**src/rtl/mfc_pkg.sv**
```systemverilog
// Shared types, constants and functions for the membership frame checker.
package mfc_pkg;

   localparam int DEF_MAX_VOTERS = 16;
   localparam int POS_W = 20;
   localparam logic [POS_W-1:0] POS_MAX = '1;
   localparam logic [31:0] CRC_POLY = 32'h82F6_3B78;
   localparam logic [4:0] LIMIT_RESET = 5'd16;

   localparam logic RK_VOTER = 1'b0;
   localparam logic RK_VERDICT = 1'b1;

   localparam logic [2:0] ST_OK = 3'd0;
   localparam logic [2:0] ST_SHORT = 3'd1;
   localparam logic [2:0] ST_CRC = 3'd2;
   localparam logic [2:0] ST_MAGIC = 3'd3;
   localparam logic [2:0] ST_MINOR = 3'd4;
   localparam logic [2:0] ST_HEADER = 3'd5;
   localparam logic [2:0] ST_SEMANTIC = 3'd6;

   localparam logic [15:0] VER_MAJOR = 16'd1;
   localparam logic [15:0] VER_MINOR = 16'd0;
   localparam logic [7:0] KIND_JOINT = 8'd1;
   localparam logic [7:0] KIND_FINAL = 8'd2;

   typedef logic [7:0] magic_type [8];
   localparam magic_type FRAME_MAGIC = '{8'h43, 8'h48, 8'h52, 8'h4E,
                                         8'h4D, 8'h42, 8'h43, 8'h00};

   typedef struct packed {
      logic [7:0] data_byte;
      logic       final_byte;
   } req_payload_type;

   typedef struct packed {
      logic        result_kind;
      logic [63:0] voter_id;
      logic        voter_list;
      logic [2:0]  status;
      logic [7:0]  command_kind;
      logic [63:0] joint_log_index;
      logic [15:0] old_list_count;
      logic [15:0] new_list_count;
   } rsp_payload_type;

   typedef struct packed {
      logic step;
      logic mread;
      logic mcmp;
      logic emit;
   } cmd_type;

   typedef struct packed {
      logic need_merge;
      logic has_result;
      logic merge_again;
      logic out_free;
   } sts_type;

   function automatic logic [31:0] crc_byte(input logic [31:0] crc, input logic [7:0] b);
      logic [31:0] c;
      c = crc ^ {24'd0, b};
      for (int i = 0; i < 8; i++) begin
         c = c[0] ? ((c >> 1) ^ CRC_POLY) : (c >> 1);
      end
      return c;
   endfunction

endpackage

```
**src/rtl/mfc_datapath.sv**
```systemverilog
// Frame state, checksum, old voter store, verdict logic and output register.
module mfc_datapath
   import mfc_pkg::*;
#(
   parameter int MAX_VOTERS = DEF_MAX_VOTERS
) (
   input  logic            clock,
   input  logic            reset,
   input  req_payload_type req_data,
   input  logic            csr_we,
   input  logic [4:0]      csr_wdata,
   input  cmd_type         cmd,
   output sts_type         sts,
   output logic            rsp_valid,
   input  logic            rsp_ready,
   output rsp_payload_type rsp_data
);

   localparam int IDX_W = (MAX_VOTERS > 1) ? $clog2(MAX_VOTERS) : 1;
   localparam int PTR_W = $clog2(MAX_VOTERS + 1);

   logic [4:0]       limit_ff;
   logic [POS_W-1:0] pos_ff, pos_in;
   logic             magic_ok_ff, magic_ok_in;
   logic [63:0]      h1_ff, h1_in;
   logic [31:0]      h2_ff, h2_in;
   logic [63:0]      h3_ff, h3_in;
   logic [31:0]      h4_ff, h4_in;
   logic [63:0]      asm_ff, asm_in;
   logic [63:0]      prev_ff, prev_in;
   logic [PTR_W-1:0] ptr_ff, ptr_in;
   logic [5:0]       union_ff, union_in;
   logic [31:0]      crc_ff, crc_in;
   logic [31:0]      td_ff, td_in;
   logic [1:0]       lflags_ff, lflags_in;
   logic             sat_ff, sat_in;
   logic             fin_ff, fin_in;
   logic             list_ff, list_in;
   logic [63:0]      rd_ff;
   logic             rsp_valid_ff;
   rsp_payload_type  rsp_data_ff;

   logic [63:0]      store_mem [MAX_VOTERS];

   logic [7:0]       b;
   logic             sat;
   logic [15:0]      oldc, newc;
   logic [16:0]      total;
   logic [POS_W-1:0] rel;
   logic             region;
   logic [16:0]      k;
   logic             is_old;
   logic [63:0]      v;
   logic             voter_done;
   logic             mem_we;
   logic [PTR_W-1:0] bound;
   logic             ptr_lt;
   logic [15:0]      lim;
   logic [31:0]      len;
   logic [2:0]       verdict;
   logic             bad;
   rsp_payload_type  out_item;

   assign b = req_data.data_byte;
   assign sat = (pos_ff == POS_MAX);
   assign oldc = h4_ff[15:0];
   assign newc = h4_ff[31:16];
   assign total = 17'(oldc) + 17'(newc);
   assign rel = pos_ff - POS_W'(32);
   assign region = (pos_ff >= POS_W'(32)) && ({1'b0, rel} < {1'b0, total, 3'b000});
   assign k = rel[POS_W-1:3];
   assign is_old = k < {1'b0, oldc};
   assign v = {b, asm_ff[55:0]};
   assign voter_done = !sat && region && (rel[2:0] == 3'd7);
   assign mem_we = cmd.step && voter_done && is_old && (k < 17'(MAX_VOTERS));
   assign bound = (oldc < 16'(MAX_VOTERS)) ? PTR_W'(oldc) : PTR_W'(MAX_VOTERS);
   assign ptr_lt = ptr_ff < bound;
   assign lim = (16'(limit_ff) > 16'(MAX_VOTERS)) ? 16'(MAX_VOTERS) : 16'(limit_ff);
   assign len = sat_ff ? 32'hFFFF_FFFF : 32'(pos_ff);

   assign sts.need_merge = voter_done && !is_old && ptr_lt;
   assign sts.has_result = voter_done || req_data.final_byte;
   assign sts.merge_again = ptr_lt && (rd_ff < asm_ff);
   assign sts.out_free = !rsp_valid_ff || rsp_ready;

   always_comb begin
      bad = (lflags_ff[1] == 1'b0);
      if (h1_ff[39:32] == KIND_JOINT) begin
         bad = bad || (h3_ff != 64'd0) || (oldc == 16'd0) || (lflags_ff[0] == 1'b0)
               || (({1'b0, oldc} + 17'(union_ff)) > {1'b0, lim});
      end else begin
         bad = bad || (h1_ff[39:32] != KIND_FINAL) || (h3_ff == 64'd0) || (oldc != 16'd0);
      end
      if (len < 32'd36) verdict = ST_SHORT;
      else if ((crc_ff ^ 32'hFFFF_FFFF) != td_ff) verdict = ST_CRC;
      else if (!magic_ok_ff || (h1_ff[15:0] != VER_MAJOR)) verdict = ST_MAGIC;
      else if (h1_ff[31:16] != VER_MINOR) verdict = ST_MINOR;
      else if ((h1_ff[63:40] != 24'd0) || sat_ff || (h2_ff != len) || (oldc > lim)
               || (newc == 16'd0) || (newc > lim)
               || ((len - 32'd32) != (32'({total, 3'b000}) + 32'd4)))
         verdict = ST_HEADER;
      else verdict = bad ? ST_SEMANTIC : ST_OK;
   end

   always_comb begin
      out_item = '0;
      if (fin_ff) begin
         out_item.result_kind = RK_VERDICT;
         out_item.status = verdict;
         out_item.command_kind = h1_ff[39:32];
         out_item.joint_log_index = h3_ff;
         out_item.old_list_count = oldc;
         out_item.new_list_count = newc;
      end else begin
         out_item.result_kind = RK_VOTER;
         out_item.voter_id = asm_ff;
         out_item.voter_list = list_ff;
      end
   end

   always_comb begin
      pos_in = pos_ff;
      magic_ok_in = magic_ok_ff;
      h1_in = h1_ff;
      h2_in = h2_ff;
      h3_in = h3_ff;
      h4_in = h4_ff;
      asm_in = asm_ff;
      prev_in = prev_ff;
      ptr_in = ptr_ff;
      union_in = union_ff;
      crc_in = crc_ff;
      td_in = td_ff;
      lflags_in = lflags_ff;
      sat_in = sat_ff;
      fin_in = fin_ff;
      list_in = list_ff;
      if (cmd.step) begin
         sat_in = sat;
         fin_in = req_data.final_byte;
         list_in = !is_old;
         if (pos_ff >= POS_W'(4)) crc_in = crc_byte(crc_ff, td_ff[7:0]);
         td_in = {b, td_ff[31:8]};
         if (!sat) begin
            pos_in = pos_ff + POS_W'(1);
            if (pos_ff < POS_W'(8)) begin
               if (b != FRAME_MAGIC[pos_ff[2:0]]) magic_ok_in = 1'b0;
            end else if (pos_ff < POS_W'(16)) begin
               h1_in[8*pos_ff[2:0] +: 8] = b;
            end else if (pos_ff < POS_W'(20)) begin
               h2_in[8*pos_ff[1:0] +: 8] = b;
            end else if (pos_ff < POS_W'(28)) begin
               h3_in[8*{~pos_ff[2], pos_ff[1:0]} +: 8] = b;
            end else if (pos_ff < POS_W'(32)) begin
               h4_in[8*pos_ff[1:0] +: 8] = b;
            end else if (region) begin
               if (rel[2:0] == 3'd0) asm_in = {56'd0, b};
               else asm_in[8*rel[2:0] +: 8] = b;
               if (voter_done) begin
                  prev_in = v;
                  if (is_old) begin
                     if ((k == 17'd0) ? (v == 64'd0) : (v <= prev_ff)) lflags_in[0] = 1'b0;
                  end else begin
                     if ((k == {1'b0, oldc}) ? (v == 64'd0) : (v <= prev_ff))
                        lflags_in[1] = 1'b0;
                     if (!ptr_lt && (union_ff != 6'd63)) union_in = union_ff + 6'd1;
                  end
               end
            end
         end
      end
      if (cmd.mcmp) begin
         if (ptr_lt && (rd_ff < asm_ff)) ptr_in = ptr_ff + PTR_W'(1);
         else if (ptr_lt && (rd_ff == asm_ff)) ptr_in = ptr_ff + PTR_W'(1);
         else if (union_ff != 6'd63) union_in = union_ff + 6'd1;
      end
      if (cmd.emit && fin_ff) begin
         pos_in = '0;
         magic_ok_in = 1'b1;
         h1_in = '0;
         h2_in = '0;
         h3_in = '0;
         h4_in = '0;
         asm_in = '0;
         prev_in = '0;
         ptr_in = '0;
         union_in = '0;
         crc_in = 32'hFFFF_FFFF;
         td_in = '0;
         lflags_in = 2'b11;
         sat_in = 1'b0;
         fin_in = 1'b0;
      end
   end

   always_ff @(posedge clock) begin
      if (reset) begin
         limit_ff <= LIMIT_RESET;
         pos_ff <= '0;
         magic_ok_ff <= 1'b1;
         h1_ff <= '0;
         h2_ff <= '0;
         h3_ff <= '0;
         h4_ff <= '0;
         asm_ff <= '0;
         prev_ff <= '0;
         ptr_ff <= '0;
         union_ff <= '0;
         crc_ff <= 32'hFFFF_FFFF;
         td_ff <= '0;
         lflags_ff <= 2'b11;
         sat_ff <= 1'b0;
         fin_ff <= 1'b0;
         list_ff <= 1'b0;
         rsp_valid_ff <= 1'b0;
      end else begin
         if (csr_we) limit_ff <= csr_wdata;
         pos_ff <= pos_in;
         magic_ok_ff <= magic_ok_in;
         h1_ff <= h1_in;
         h2_ff <= h2_in;
         h3_ff <= h3_in;
         h4_ff <= h4_in;
         asm_ff <= asm_in;
         prev_ff <= prev_in;
         ptr_ff <= ptr_in;
         union_ff <= union_in;
         crc_ff <= crc_in;
         td_ff <= td_in;
         lflags_ff <= lflags_in;
         sat_ff <= sat_in;
         fin_ff <= fin_in;
         list_ff <= list_in;
         if (cmd.emit) rsp_valid_ff <= 1'b1;
         else if (rsp_ready) rsp_valid_ff <= 1'b0;
      end
   end

   always_ff @(posedge clock) begin
      if (cmd.emit) rsp_data_ff <= out_item;
   end

   always_ff @(posedge clock) begin
      if (mem_we) store_mem[k[IDX_W-1:0]] <= v;
      if (cmd.mread) rd_ff <= store_mem[ptr_ff[IDX_W-1:0]];
   end

   assign rsp_valid = rsp_valid_ff;
   assign rsp_data = rsp_data_ff;

endmodule

```
**config.mk**
```make
export PLATFORM = sky130hd
export DESIGN_NAME = mfc_datapath
export DESIGN_NICKNAME = d
export VERILOG_FILES = /design/src/rtl/mfc_pkg.sv /design/src/rtl/mfc_datapath.sv
export SDC_FILE = /design/constraint.sdc
export NUM_CORES = 2
export LEC_CHECK = 0
export ABC_AREA = 1
export BUFFER_PORTS_ARGS = -buffer_cell sky130_fd_sc_hd__buf_4
export CAP_MARGIN = 20
export CORE_ASPECT_RATIO = 1.25
export CORE_UTILIZATION = 40
export CTS_BUF_LIST = sky130_fd_sc_hd__clkbuf_4
export DETAILED_ROUTE_END_ITERATION = 6
export RECOVER_POWER = 50
export SETUP_SLACK_MARGIN = 0.02
export SLEW_MARGIN = 20
export SYNTH_ARGS = -nofsm -noshare
export SYNTH_HDL_FRONTEND = slang
export SYNTH_SLANG_ARGS = --single-unit
```
**constraint.sdc**
```tcl
create_clock -name clock -period 11.6 [get_ports clock]
set_clock_uncertainty 0.1 [all_clocks]
set_input_delay 3.48 -clock clock [delete_from_list [all_inputs] [get_ports clock]]
set_output_delay 3.48 -clock clock [all_outputs]
set_load 0.05 [all_outputs]
```
==> results.yml <==
run_status:
  violations: "max-capacitance violations, max-slew violations"
  status: "finished with violations"
worst_setup_path:
  cp.arrival_ns: 10.69
  cp-end-kind: "flop"
  critPathKind: "primary input to flop"
  crit_fanout: 83
  crit_path_max_incr_delay_ns: 3.05
  reg2regPathDepth: 5
  crit_chain: "clkbuf_1, a21oi_1, clkinvlp_2, buf_4, a211oi_1"
  worst-path-buf-inv: 3
  slowest_stage: "clkinvlp_2"
  cp-start-kind: "primary input"
  crit_cells: 5
  critPathTopFamily: "buffers and inverters"
  required_ns: 12.76
sta:
  final-max-slew-violation-count: 892
  finalCritPeriodShare: 0.8219
  max_slew.worst_pin.slew_ns: 4.001
  relSlewSlack: -1.667
  setup_ws_ns: 2.066
  max_freq_ghz: 0.1049
  tns_ns: 0
  timing.hold.ws_ns: 0.3590
  post-route-min-period_ns: 9.534
  hold_viol_final: 0
  rsz0062_at_grt: "false"
  setup_viol: 0
drt:
  drt_iter0_drc: 4759
  avgViaCountPerCell: 5.443
  wl_um: 231600
  remaining_drc_errors: 0
  detail-route-antenna-nets: 0
  wl_per_cell_um: 22.63
  firstDrtPassIters: 5
  via_count: 55690
layout:
  drive_above_1_share: 0.1317
  n_fill_cell: 17430
  design_area_mm2: 0.08374
  nNetsFinal: 7720
  syn_to_final_growth_pct: 12.77
  finish.utilization: 0.4549
  final_cells: 10230
grt:
  met3_usage: 0.04157
  grt.busiest_layer: "met2"
  grt_use_met1: 0.3099
  met2_usage: 0.4053
  grt_max_degree: 250
  grt_pass1_vias: 54280
  grt_usage: 0.2425
  antenna_found_initial: 9
  grt_pass1_wl_um: 341500
  overflow: 0
logic_synthesis:
  ys.flop_type: "edfxtp_1"
  synth_common_cells: "edfxtp_1 (1261), nor2_1 (1089), nand2_1 (953)"
  synth_top_area_share: 0.5099
  synth.avg_cell_area_um2: 10.50
  synth_cells: 7072
  netlist_top_cells_area: "edfxtp_1 (51%), dfxtp_1 (12%), nor2_1 (5.5%)"
  synth_nets: 7317
  yosysTopAreaCell: "edfxtp_1"
  netlist_area_mm2: 0.07425
  seq_area_frac_synth: 0.6251
  yosysWarnings: 0
  synthArstFlopShare: 0
  synth_edf_count: 1261
  synth-seq-cells: 1688
  synth.distinct_cells: 69
  yosysMostFrequentCell: "edfxtp_1"
power_and_ir_drop:
  p_per_area_mw_per_mm2: 145.4
  power_frac_clock: 0.417
  pwr-share-comb: 0.050
  vdd_drop_max_mv: 0.09911
  p_switching_mw: 2.938
  intPower_mw: 9.237
  pwr-share-seq: 0.534
  sw_frac_of_total: 0.2413
  total_power_mw: 12.17
  leakage_nw: 33.04
clocking:
  cts_setup_buffers: 0
  cts_resized: 0
  cts_root_buffer: "clkbuf_4"
  clk_pin_slew_worst_paths_ns: 0.06
  hold_buffers: 0
  htree_num_levels: 5
  clk_latency_ns: 1.44
  cts_tree: "done"
  cts_buffers: 435
  cts_sinks: 1688
  max-clock-path-buffers: 4
floorplan:
  coreArea_mm2: 0.1841
  die-height_um: 483.7
  start_util: 0.4033
  die_w_um: 387.4
  io_pins: 200
  rows: 176
  die_area_mm2: 0.1874
placement:
  pre_cts_ws_ns: 3.952
  gp_congestion: 0.9482
  dpl_cell_area_mm2: 0.07846
  dp_hpwl_um: 142100
  placedCellCount: 9440
  port_buffers: 199
flow_run:
  maxCapViolCount: 24
hold_path:
  min_delay_path_depth: 2
  holdCritPathClass: "flop to flop"
[tightest hold or removal path, cell delays in order, from the launching register on]
cell and delay (ns):
dfxtp_1 0.30, inv_1 0.06, a21oi_1 0.06
[layer usage]
metal  vias up  wire (µm)
met3       443      14830
li1      26000          -
met1     27170      95210
met2      2060     112400
met4         6       9029
met5         -         38
[power groups by stage]
| stage | registers (mW) | logic (mW) | clock network, mW |
|---|---|---|---|
| CTS | 6.49 | 0.606 | 5.19 |
| finish | 6.50 | 0.607 | 5.07 |
| detailed placement | 6.63 | 0.603 | 0 |
| floorplan | 6.69 | 0.307 | 0 |
| global route | 6.50 | 0.651 | 5.50 |
| global placement | 6.63 | 0.600 | 0 |
[cells by family after synthesis]
group	synth area share
adders and majority gates	0.03778
xor gates and xnor gates	0.01643
AOI/OAI and AO/OA	0.1140
muxes	0.01388
DFF	0.6251
and+or+nand+nor	0.1447
buffers and inverters	0.04821
[cell usage in the layout (no fill, tap or decap), types with 59 or more instances in the layout]
| master | n |
|---|---|
| a211oi_1 | 59 |
| a21oi_1 | 450 |
| buf_4 | 252 |
| clkbuf_4 | 641 |
| clkinv_1 | 115 |
| dfxtp_1 | 425 |
| edfxtp_1 | 1261 |
| ha_1 | 221 |
| inv_1 | 556 |
| mux2i_1 | 103 |
| nand2_1 | 952 |
| nand3_1 | 258 |
| nand4_1 | 76 |
| nor2_1 | 1069 |
| nor3_1 | 76 |
| o21ai_0 | 559 |
| o221ai_1 | 104 |
| o32ai_1 | 153 |
| xor2_1 | 98 |
[area by class of cell]
class                      instances  area (µm²)  share of cell area
sequential                      1688       46420              0.5544
multi-input combinational       4455       24400              0.2914
tap                             2403        3007             0.03591
inverter                         585        2222             0.02654
clock buffer                     641        4812             0.05747
antenna                           13       32.53           0.0003885
clock inverter                   136       653.1            0.007800
timing repair buffer             310        2190             0.02615
[path summary, 6_finish.rpt]
check / slack [ns] / end / startpoint
max: 2.07 / h3_ff[3] / cmd[0]
min: 0.36 / prev_ff[45] / prev_ff[45]
max reg2reg: 3.64 / rd_ff[58] / ptr_ff[3]
min reg2reg: 0.36 / prev_ff[45] / prev_ff[45]
[flip-flops by register name (all words and copies together), names as in the netlist, 6 cells and up]
| signal | count |
|---|---|
| crc_ff | 32 |
| h1_ff | 64 |
| rd_ff | 64 |
| union_ff | 6 |
| h4_ff | 32 |
| store_mem | 1024 |
| prev_ff | 64 |
| pos_ff | 20 |
| rsp_data | 173 |
| asm_ff | 64 |
| h3_ff | 64 |
| h2_ff | 32 |
| td_ff | 32 |
Power figures use the tool's default switching activity.
